$ cat config.mk
export PLATFORM = sky130hd
export DESIGN_NAME = tcb_ctrl
export DESIGN_NICKNAME = d
export VERILOG_FILES = /design/src/rtl/core/tcb_pkg.sv /design/src/rtl/core/tcb_ctrl.sv
export SDC_FILE = /design/constraint.sdc
export NUM_CORES = 1
export LEC_CHECK = 0
export ABC_CLOCK_PERIOD_IN_PS = 1400
export BUFFER_PORTS_ARGS = -buffer_cell sky130_fd_sc_hd__buf_2
export CAP_MARGIN = 15
export CORE_MARGIN = 2
export CORE_UTILIZATION = 42
export DETAILED_ROUTE_END_ITERATION = 10
export PLACE_DENSITY = 0.77
export SYNTH_ARGS = -nofsm -noshare
export SYNTH_HDL_FRONTEND = slang
export SYNTH_SLANG_ARGS = --single-unit
$ cat constraint.sdc
create_clock -name clk -period 1.4 [get_ports clk]
set_input_delay 0.28 -clock clk [delete_from_list [all_inputs] [get_ports clk]]
set_output_delay 0.28 -clock clk [all_outputs]
set_load 0.05 [all_outputs]
$ cat src/rtl/core/tcb_pkg.sv
// Shared types, codes and sizes of the character-cell text buffer.
package tcb_pkg;

    localparam int MAX_COLUMNS = 128;
    localparam int MAX_ROWS    = 64;
    localparam int TAB_STOP    = 8;

    localparam int COL_W  = $clog2(MAX_COLUMNS);
    localparam int ROW_W  = $clog2(MAX_ROWS);
    localparam int COLS_W = COL_W + 1;
    localparam int ROWS_W = ROW_W + 1;
    localparam int ADDR_W = COL_W + ROW_W;
    localparam int CELL_W = 16;
    localparam int REP_W  = 8;
    localparam int KEY_W  = 4;
    localparam int OPC_W  = 2;
    localparam int CFG_W  = 8;
    localparam int CFG_IDX_W = 1;

    localparam logic [CFG_IDX_W-1:0] REG_COLUMNS = 1'b0;
    localparam logic [CFG_IDX_W-1:0] REG_ROWS    = 1'b1;

    localparam logic [COLS_W-1:0] COLS_RESET = COLS_W'(80);
    localparam logic [ROWS_W-1:0] ROWS_RESET = ROWS_W'(25);

    localparam logic [CELL_W-1:0] SPACE_CODE   = 16'h0020;
    localparam logic [CELL_W-1:0] CH_BACKSPACE = 16'd8;
    localparam logic [CELL_W-1:0] CH_TAB       = 16'd9;
    localparam logic [CELL_W-1:0] CH_LINEFEED  = 16'd10;
    localparam logic [CELL_W-1:0] CH_RETURN    = 16'd13;
    localparam logic [CELL_W-1:0] CH_ESCAPE    = 16'd27;

    localparam logic [KEY_W-1:0] KEY_HOME   = 4'd0;
    localparam logic [KEY_W-1:0] KEY_END    = 4'd1;
    localparam logic [KEY_W-1:0] KEY_TOP    = 4'd2;
    localparam logic [KEY_W-1:0] KEY_BOTTOM = 4'd3;
    localparam logic [KEY_W-1:0] KEY_LEFT   = 4'd4;
    localparam logic [KEY_W-1:0] KEY_RIGHT  = 4'd5;
    localparam logic [KEY_W-1:0] KEY_UP     = 4'd6;
    localparam logic [KEY_W-1:0] KEY_DOWN   = 4'd7;
    localparam logic [KEY_W-1:0] KEY_DELETE = 4'd8;

    typedef enum logic [OPC_W-1:0] {
        OPC_KEY  = 2'd0,
        OPC_CHAR = 2'd1,
        OPC_READ = 2'd2,
        OPC_NOP  = 2'd3
    } opcode_t;

    typedef enum logic [2:0] {
        CC_GLYPH,
        CC_BS,
        CC_TAB,
        CC_LF,
        CC_CR,
        CC_ESC
    } char_class_t;

    typedef enum logic [2:0] {
        ST_IDLE,
        ST_DISPATCH,
        ST_CHAR,
        ST_DEL_RD,
        ST_DEL_WR,
        ST_CLEAR,
        ST_DONE
    } state_t;

    typedef enum logic [3:0] {
        OP_NONE,
        OP_LATCH,
        OP_KEY,
        OP_GLYPH,
        OP_SPACE,
        OP_LF,
        OP_CR,
        OP_BS_BACK,
        OP_DEL_START,
        OP_DEL_READ,
        OP_DEL_WRITE,
        OP_DEL_LAST,
        OP_RD_ISSUE,
        OP_CLR_START,
        OP_CLR_STEP,
        OP_EMIT
    } dp_op_t;

    typedef struct packed {
        dp_op_t op;
        logic   dec_rep;
    } dp_cmd_t;

    typedef struct packed {
        logic        cfg_clear;
        logic        clr_last;
        logic        rep_zero;
        opcode_t     opcode;
        logic        key_is_delete;
        char_class_t char_class;
        logic        x_zero;
        logic        tab_done;
        logic        del_more;
    } dp_sts_t;

endpackage

$ cat src/rtl/core/tcb_ctrl.sv
// Sequencer of the text buffer: steps one request through datapath operations.
module tcb_ctrl (
    input  logic              clk,
    input  logic              rst_n,
    input  logic              start,
    output logic              busy,
    input  tcb_pkg::dp_sts_t  sts,
    output tcb_pkg::dp_cmd_t  cmd
);
    import tcb_pkg::*;

    state_t state_reg;
    state_t state_next;
    logic   report_reg;
    logic   report_next;

    always_ff @(posedge clk or negedge rst_n)
    begin
        if (!rst_n)
        begin
            state_reg  <= ST_CLEAR;
            report_reg <= 1'b0;
        end
        else
        begin
            state_reg  <= state_next;
            report_reg <= report_next;
        end
    end

    always_comb
    begin
        state_next  = state_reg;
        report_next = report_reg;
        cmd.op      = OP_NONE;
        cmd.dec_rep = 1'b0;
        case (state_reg)
            ST_IDLE:
            begin
                if (start)
                begin
                    cmd.op     = OP_LATCH;
                    state_next = ST_DISPATCH;
                end
            end
            ST_DISPATCH:
            begin
                case (sts.opcode)
                    OPC_KEY:
                    begin
                        if (sts.key_is_delete)
                        begin
                            cmd.op     = OP_DEL_START;
                            state_next = ST_DEL_RD;
                        end
                        else
                        begin
                            cmd.op     = OP_KEY;
                            state_next = ST_DONE;
                        end
                    end
                    OPC_CHAR: state_next = ST_CHAR;
                    OPC_READ:
                    begin
                        cmd.op     = OP_RD_ISSUE;
                        state_next = ST_DONE;
                    end
                    default: state_next = ST_DONE;
                endcase
            end
            ST_CHAR:
            begin
                if (sts.rep_zero)
                begin
                    state_next = ST_DONE;
                end
                else
                begin
                    case (sts.char_class)
                        CC_ESC:
                        begin
                            // a second clear changes nothing: drop the rest
                            cmd.op      = OP_CLR_START;
                            report_next = 1'b1;
                            state_next  = ST_CLEAR;
                        end
                        CC_BS:
                        begin
                            cmd.dec_rep = 1'b1;
                            if (!sts.x_zero)
                            begin
                                cmd.op     = OP_BS_BACK;
                                state_next = ST_DEL_RD;
                            end
                        end
                        CC_TAB:
                        begin
                            cmd.op      = OP_SPACE;
                            cmd.dec_rep = sts.tab_done;
                        end
                        CC_LF:
                        begin
                            cmd.op      = OP_LF;
                            cmd.dec_rep = 1'b1;
                        end
                        CC_CR:
                        begin
                            cmd.op      = OP_CR;
                            cmd.dec_rep = 1'b1;
                        end
                        default:
                        begin
                            cmd.op      = OP_GLYPH;
                            cmd.dec_rep = 1'b1;
                        end
                    endcase
                end
            end
            ST_DEL_RD:
            begin
                if (sts.del_more)
                begin
                    cmd.op     = OP_DEL_READ;
                    state_next = ST_DEL_WR;
                end
                else
                begin
                    cmd.op     = OP_DEL_LAST;
                    state_next = (sts.opcode == OPC_KEY) ? ST_DONE : ST_CHAR;
                end
            end
            ST_DEL_WR:
            begin
                cmd.op     = OP_DEL_WRITE;
                state_next = ST_DEL_RD;
            end
            ST_CLEAR:
            begin
                cmd.op = OP_CLR_STEP;
                if (sts.clr_last)
                begin
                    state_next  = report_reg ? ST_DONE : ST_IDLE;
                    report_next = 1'b0;
                end
            end
            ST_DONE:
            begin
                cmd.op     = OP_EMIT;
                state_next = ST_IDLE;
            end
            default: state_next = ST_IDLE;
        endcase

        // a size write restarts the wipe and owes no result
        if (sts.cfg_clear)
        begin
            state_next  = ST_CLEAR;
            report_next = 1'b0;
        end
    end

    assign busy = (state_reg != ST_IDLE);

endmodule

After elaboration in Yosys (flattened, before gate mapping):

Index checks and enable logic that the tools add are counted.

* eq/ne operators: 19
* reduce and logical (&&, ||, !) cells: 6
* mux-type cells: 27

Operator list (count)
* $mux 3: 10
* $pmux 4 s7: 1
* $pmux 4 s5: 1
* $pmux 3 s6: 1
* $eq 3x3->1 const B: 5
* $eq 3x2->1 const B: 4
* $pmux 3 s2: 2
* $ne 3x3->1 const B: 3
* $pmux 4 s2: 1
* $reduce_and 4->1: 2
* $eq 3x1->1 const B: 2
* $mux 1: 6
* $reduce_bool 3->1: 2
* $mux 5: 1
* $ne 5x3->1 const B: 1
* $ne 5x5->1 const B: 1
* $mux 4: 1
* $pmux 1 s2: 2
* $logic_not 3->1: 1
* $ne 3x2->1 const B: 1
* $eq 2x1->1 const B: 1
* $eq 2x2->1 const B: 1
* $logic_not 2->1: 1
* $mux 2: 1

* input port bits: 15
* word-level logic and storage cells: 54
* register bits: 4
* output and inout bits: 6

Longest topological paths before layout:

Gate-level depths: netlist (run 1).

* depth in word-level cells: 5
* gate-level depth with buffers: 6
* depth with buffers taken out: 4

Least setup slack after synthesis (run 1):

Ideal clock, no wire load.

* kind: reg2out
* start point: reg state_reg[0]
* end point: out cmd[0] in the netlist's numbering
* arrival: 2.024 ns
* slack: -0.904 ns
* path buffers: 1
* stages on the path, launching flop included: 5
* data required time: 1.120 ns
* cells stage by stage: dfstp_2 -> buf_4 -> nor2_1 -> nand3b_1 -> a211oi_1

RTL lines
* from (decl): RTL line tcb_ctrl.sv:12 `state_t state_reg;`
* from (signal assigned): RTL line tcb_ctrl.sv:26 `state_reg <= state_next;`
* to (decl): RTL line tcb_ctrl.sv:8 `output tcb_pkg::dp_cmd_t cmd`

==> results of run 1 <==
[worst max-delay path, cell delays in order, from the launching register on]
cell and delay (ps):
dfstp_2 630, buf_6 130, nor4b_4 40, o31ai_1 70, a21oi_1 70, a221o_2 310
buf_6 150
[report_power, final]
| group | switching [mW] | total (mW) | internal (mW) |
|---|---|---|---|
| combinational | 0.847 | 1.61 | 0.765 |
| clock | 0.0565 | 0.164 | 0.108 |
| sequential | 0.106 | 0.283 | 0.177 |
[layer usage]
layer	track usage, %	share of wire [%]	vias up
li1	-	-	378
met1	34.1	42	385
met2	47.6	52	27
met3	6.11	3.9	5
met4	5.83	1.6	0
met5	0	0	-
[cell type report]
class / instances / area share [%]
flip-flops and latches: 4 / 9.94
well taps: 15 / 1.80
inverters: 1 / 0.359
clock buffers: 4 / 2.51
multi-input cells: 61 / 50.3
repair buffers: 49 / 35.1
[repair_timing]
item	4_1_cts	5_1_grt
resized for setup	28	3
hold endpoints to repair	2	0
hold buffers	1	0
pin swaps	3	4
buffers inserted	1	3
cloned	0	0
setup endpoints to repair	9	10
[through the flow]
stage | total power [mW] | area, um2 | setup TNS [ps] | setup slack (ps) | utilization [%]
floorplan | 1.09 | 613 | -1490 | -332 | -
global placement | 1.46 | 866 | -1870 | -349 | 68.2
detailed placement | 1.49 | 866 | -2080 | -376 | 68.2
CTS | 1.95 | 1010 | -2990 | -515 | 80.0
global route | 2.18 | 1040 | -3770 | -620 | 82.3
finish | 2.06 | 1040 | -3180 | -525 | 82.3
[cells in the mapped netlist (all sizes together)]
cell type,n,share of area [%]
a2111oi,1,1.6
a211oi,4,5.4
a21bo,1,1.8
a21o,1,1.3
a21oi,3,2.7
a221o,1,1.8
a311o,1,1.8
a311oi,2,3.1
a31o,1,1.6
a31oi,1,1.1
a41oi,1,1.6
buf,5,6.0
clkbuf,2,1.6
dfrtp,2,8.9
dfstp,2,9.4
inv,1,0.67
mux2i,2,3.6
nand2,5,3.3
nand2b,2,2.2
nand3,4,3.6
nand3b,1,1.3
nor2,9,6.0
nor2b,4,4.5
nor3,1,0.89
nor4b,2,5.8
nor4bb,1,1.8
o2111ai,1,1.6
o21ai,4,3.6
o21ba,1,1.8
o221ai,1,1.6
o311a,1,1.8
o31ai,2,2.7
or3,2,2.2
xor2,1,1.6
[cells by family after synthesis]
group | count (synthesis) | synth area share, %
AOI/OAI and AO/OA | 27 | 36.6
xor gates and xnor gates | 1 | 1.56
buffers and inverters | 8 | 8.26
DFF | 4 | 18.3
muxes | 2 | 3.57
and+or+nand+nor | 31 | 31.7
[worst min path at each step]
stage	start	to	slack [ps]
3_5_place_dp	rst_n	report_reg	90
2_1_floorplan	rst_n	report_reg	-20
3_3_place_gp	rst_n	report_reg	80
5_1_grt	sts[11]	report_reg	290
4_1_cts	sts[11]	state_reg[1]	270
6_report	sts[11]	report_reg	270
==> flow_summary.json, run 1 <==
{
  "status": "finished, violations left",
  "violations": "setup timing",
  "post-place-cells": 125,
  "min_delay_path_depth": 2,
  "gr-total-overflow": 0,
  "ys_seq_elements": 4,
  "grt_pass1_wl_um": 2920,
  "antenna_found_initial": 0,
  "hold_ws_ps": 274,
  "first_pass_iters": 4,
  "clock_latency_ps": 240,
  "synth.yosys.seq_area_share_pct": 18.3,
  "path_clk_slew_ps": 50,
  "maxSlewHeadroom_pct": 73.0,
  "r2r_cells": 5,
  "required_ps": 1120,
  "grt_pass1_vias": 676,
  "ys_warn_count": 0,
  "syn-num-nets": 88,
  "max_cap_violations": 0,
  "die_x_um": 40.5,
  "synth_cell_types": 38,
  "cts.sinks": 4,
  "critPathLaunch": "state_reg[0]",
  "wirelength_um": 2120,
  "wl_per_cell_um": 15.8,
  "max_freq_mhz": 519,
  "worst_slack_ps": -525,
  "finalCritPeriodShare_pct": 138,
  "io_buffers": 20,
  "cp_data_arrival_time_ps": 1650,
  "hold_violations": 0,
  "r2r_setup_slack_ps": -250,
  "final_cells": 134,
  "final_common_cell": "buf_4",
  "reg2reg_from": "state_reg[2]",
  "die_y_um": 40.5,
  "power_density_nw_per_um2": 1970,
  "setup_violations": 9,
  "grt_start_max_net_pins": 9,
  "placementRows": 13,
  "min_period_ps": 1930,
  "cp_max_fo": 8,
  "multi_input_area_um2": 526,
  "fin_worst_skew_ps": 5.31,
  "reg2reg_to": "state_reg[2]",
  "avgSynthCellArea_um2": 7.68,
  "clockBufferDepth": 2,
  "coreArea_um2": 1270,
  "p_leak_nw": 0.447,
  "io_pins": 21,
  "most-common-layout-cells": "buf_4 (24), buf_2 (15), buf_6 (9)",
  "htreeDepth": 1,
  "vias_per_cell": 5.93,
  "syn-cell-area_um2": 561,
  "worst_pin_slew_ps": 394,
  "n_fill_cell": 83,
  "die_area_um2": 1640,
  "cts_buffers": 3,
  "start_util_pct": 44.2,
  "nets": 135,
  "gp_congestion": 0.817,
  "critical_path.endpoint_type": "primary output",
  "path_class": "reg -> out",
  "seqCellArea_um2": 104,
  "netlist_instances": 73,
  "antenna_cells": 0,
  "drive_gt1_share_pct": 62.2,
  "clockRootBuffer": "clkbuf_4",
  "grt_use_total_pct": 27.5,
  "drv_slew": 0,
  "drtIter0Drc": 22,
  "ir_drop_mv": 1.19,
  "largest_reg_flops": 3,
  "worstSetupEndpoint": "cmd[3]",
  "rsz0062_at_grt": "true",
  "hpwl_um": 1400,
  "drc": 0,
  "antenna_left": 0,
  "cp-start-kind": "register",
  "hold_class": "in -> reg",
  "area_growth_pct": 86.4,
  "tritoncts": "built",
  "vias": 795
}
(Power assumes the default switching activity.)
==> inputs of run 2 (changes only) <==
--- a/config.mk
+++ b/config.mk
@@ -11,6 +11,7 @@
 export CORE_MARGIN = 2
 export CORE_UTILIZATION = 42
 export DETAILED_ROUTE_END_ITERATION = 10
+export GPL_TIMING_DRIVEN = 0
 export PLACE_DENSITY = 0.77
 export SYNTH_ARGS = -nofsm -noshare
 export SYNTH_HDL_FRONTEND = slang
==> flow_summary.json, run 2 (synthesis gave the netlist of run 1 again) <==
{
  "path_class": "reg -> out",
  "drc": 0,
  "antenna_left": 0,
  "critical_path.endpoint_type": "primary output",
  "final.setup.tns_ps": -3450,
  "die_area_um2": 1640,
  "path_clk_slew_ps": 40,
  "max_cap_violations": 0,
  "die_y_um": 40.5,
  "coreArea_um2": 1270,
  "maxSlewHeadroom_pct": 66.2,
  "drive_gt1_share_pct": 59.8,
  "most-common-layout-cells": "buf_2 (15), buf_4 (10), buf_6 (7), nor2_1 (7)",
  "wl_per_cell_um": 18.1,
  "vias_per_cell": 6.30,
  "power_density_nw_per_um2": 2100,
  "area_growth_pct": 80.8,
  "antenna_cells": 0,
  "tritoncts": "built",
  "min_period_ps": 2000,
  "wirelength_um": 2210,
  "grt_pass1_vias": 691,
  "gp_congestion": 0.879,
  "io_buffers": 19,
  "drv_slew": 0,
  "vias": 768,
  "required_ps": 1120,
  "rsz0062_at_grt": "true",
  "hold_violations": 0,
  "hold_class": "in -> reg",
  "status": "finished, violations left",
  "finalCritPeriodShare_pct": 143,
  "hold_ws_ps": 286,
  "worst_pin_slew_ps": 500,
  "final_common_cell": "buf_2",
  "clock_latency_ps": 240,
  "grt_start_max_net_pins": 11,
  "clockBufferDepth": 2,
  "setup_violations": 10,
  "p_leak_nw": 0.417,
  "worst_slack_ps": -597,
  "hpwl_um": 1160,
  "final_cells": 122,
  "cp_max_fo": 8,
  "post-place-cells": 107,
  "largest_reg_flops": 3,
  "antenna_found_initial": 0,
  "cp_data_arrival_time_ps": 1720,
  "die_x_um": 40.5,
  "first_pass_iters": 4,
  "cts_buffers": 3,
  "htreeDepth": 1,
  "fin_worst_skew_ps": 3.94,
  "postLayoutCoreUtil_pct": 79.9,
  "cts.sinks": 4,
  "gr-total-overflow": 0,
  "nets": 124,
  "placementRows": 13,
  "drtIter0Drc": 37,
  "io_pins": 21,
  "max_freq_mhz": 501,
  "grt_use_total_pct": 29.4,
  "violations": "setup timing",
  "grt_pass1_wl_um": 3170,
  "clockRootBuffer": "clkbuf_4",
  "ir_drop_mv": 1.17,
  "start_util_pct": 44.2,
  "cp-start-kind": "register"
}
## run 2: cell count changes in the layout (fill, tap and decap cells not counted), sizes merged
cell  previous run  this run
buf             48        36
## run 2: worst max-delay path: stages, from the launching register on
cell,delay (ps)
dfstp_2,550
buf_6,140
nor2_4,40
nand3b_1,130
a211oi_2,60
a311o_2,390
buf_8,160
## run 2: layout make-up
type,count,area (um2)
multi-input cells,61,536
inverters,1,3.75
plain buffers,6,68.8
repair buffers,32,260
well taps,15,18.8
clock buffers,3,22.5
fillers,81,255
flip-flops and latches,4,104
## run 2: final timing paths
check,from,cells after the start,slack [ps],end
worst max-delay path,state_reg[0],6,-600,cmd[1]
worst min-delay path,sts[11],2,290,state_reg[1]
worst min register to register,report_reg,2,750,report_reg
worst max register to register,state_reg[0],5,-170,state_reg[2]
max in group asynchronous,rst_n,2,800,state_reg[2]
min in group asynchronous,rst_n,2,390,state_reg[1]
## run 2: metrics by stage
stage / power [mW] / setup WS (ps) / cell area, um2
detailed placement: 1.29 / -629 / 727
floorplan: 1.09 / -332 / 613
global placement: 1.28 / -634 / 727
finish: 2.13 / -597 / 1010
CTS: 1.94 / -521 / 966
global route: 2.23 / -624 / 1010
## run 2: report_power, final
part	total, mW	leakage [nW]	internal (mW)	switching, mW
clock	0.147	0.0138	0.0961	0.0510
combinational	1.76	0.357	0.832	0.924
sequential	0.222	0.0469	0.175	0.0477
total	2.13	0.417	1.10	1.02
## run 2: what timing repair did
| action | 4_1_cts | 5_1_grt |
|---|---|---|
| setup endpoints to repair | 9 | 9 |
| cloned | 0 | 0 |
| hold endpoints to repair | 2 | 0 |
| hold buffers | 1 | 0 |
| gates resized for setup | 29 | 10 |
| setup buffers | 12 | 1 |
| pin swaps | 5 | 7 |
## run 2: routing by layer
metal	vias up	GRT usage, %	part of all wire, %
met5	-	0	0
met4	0	10.8	2.6
met3	12	6.11	8.2
met2	51	46.4	46
met1	354	38.6	43
li1	351	-	-
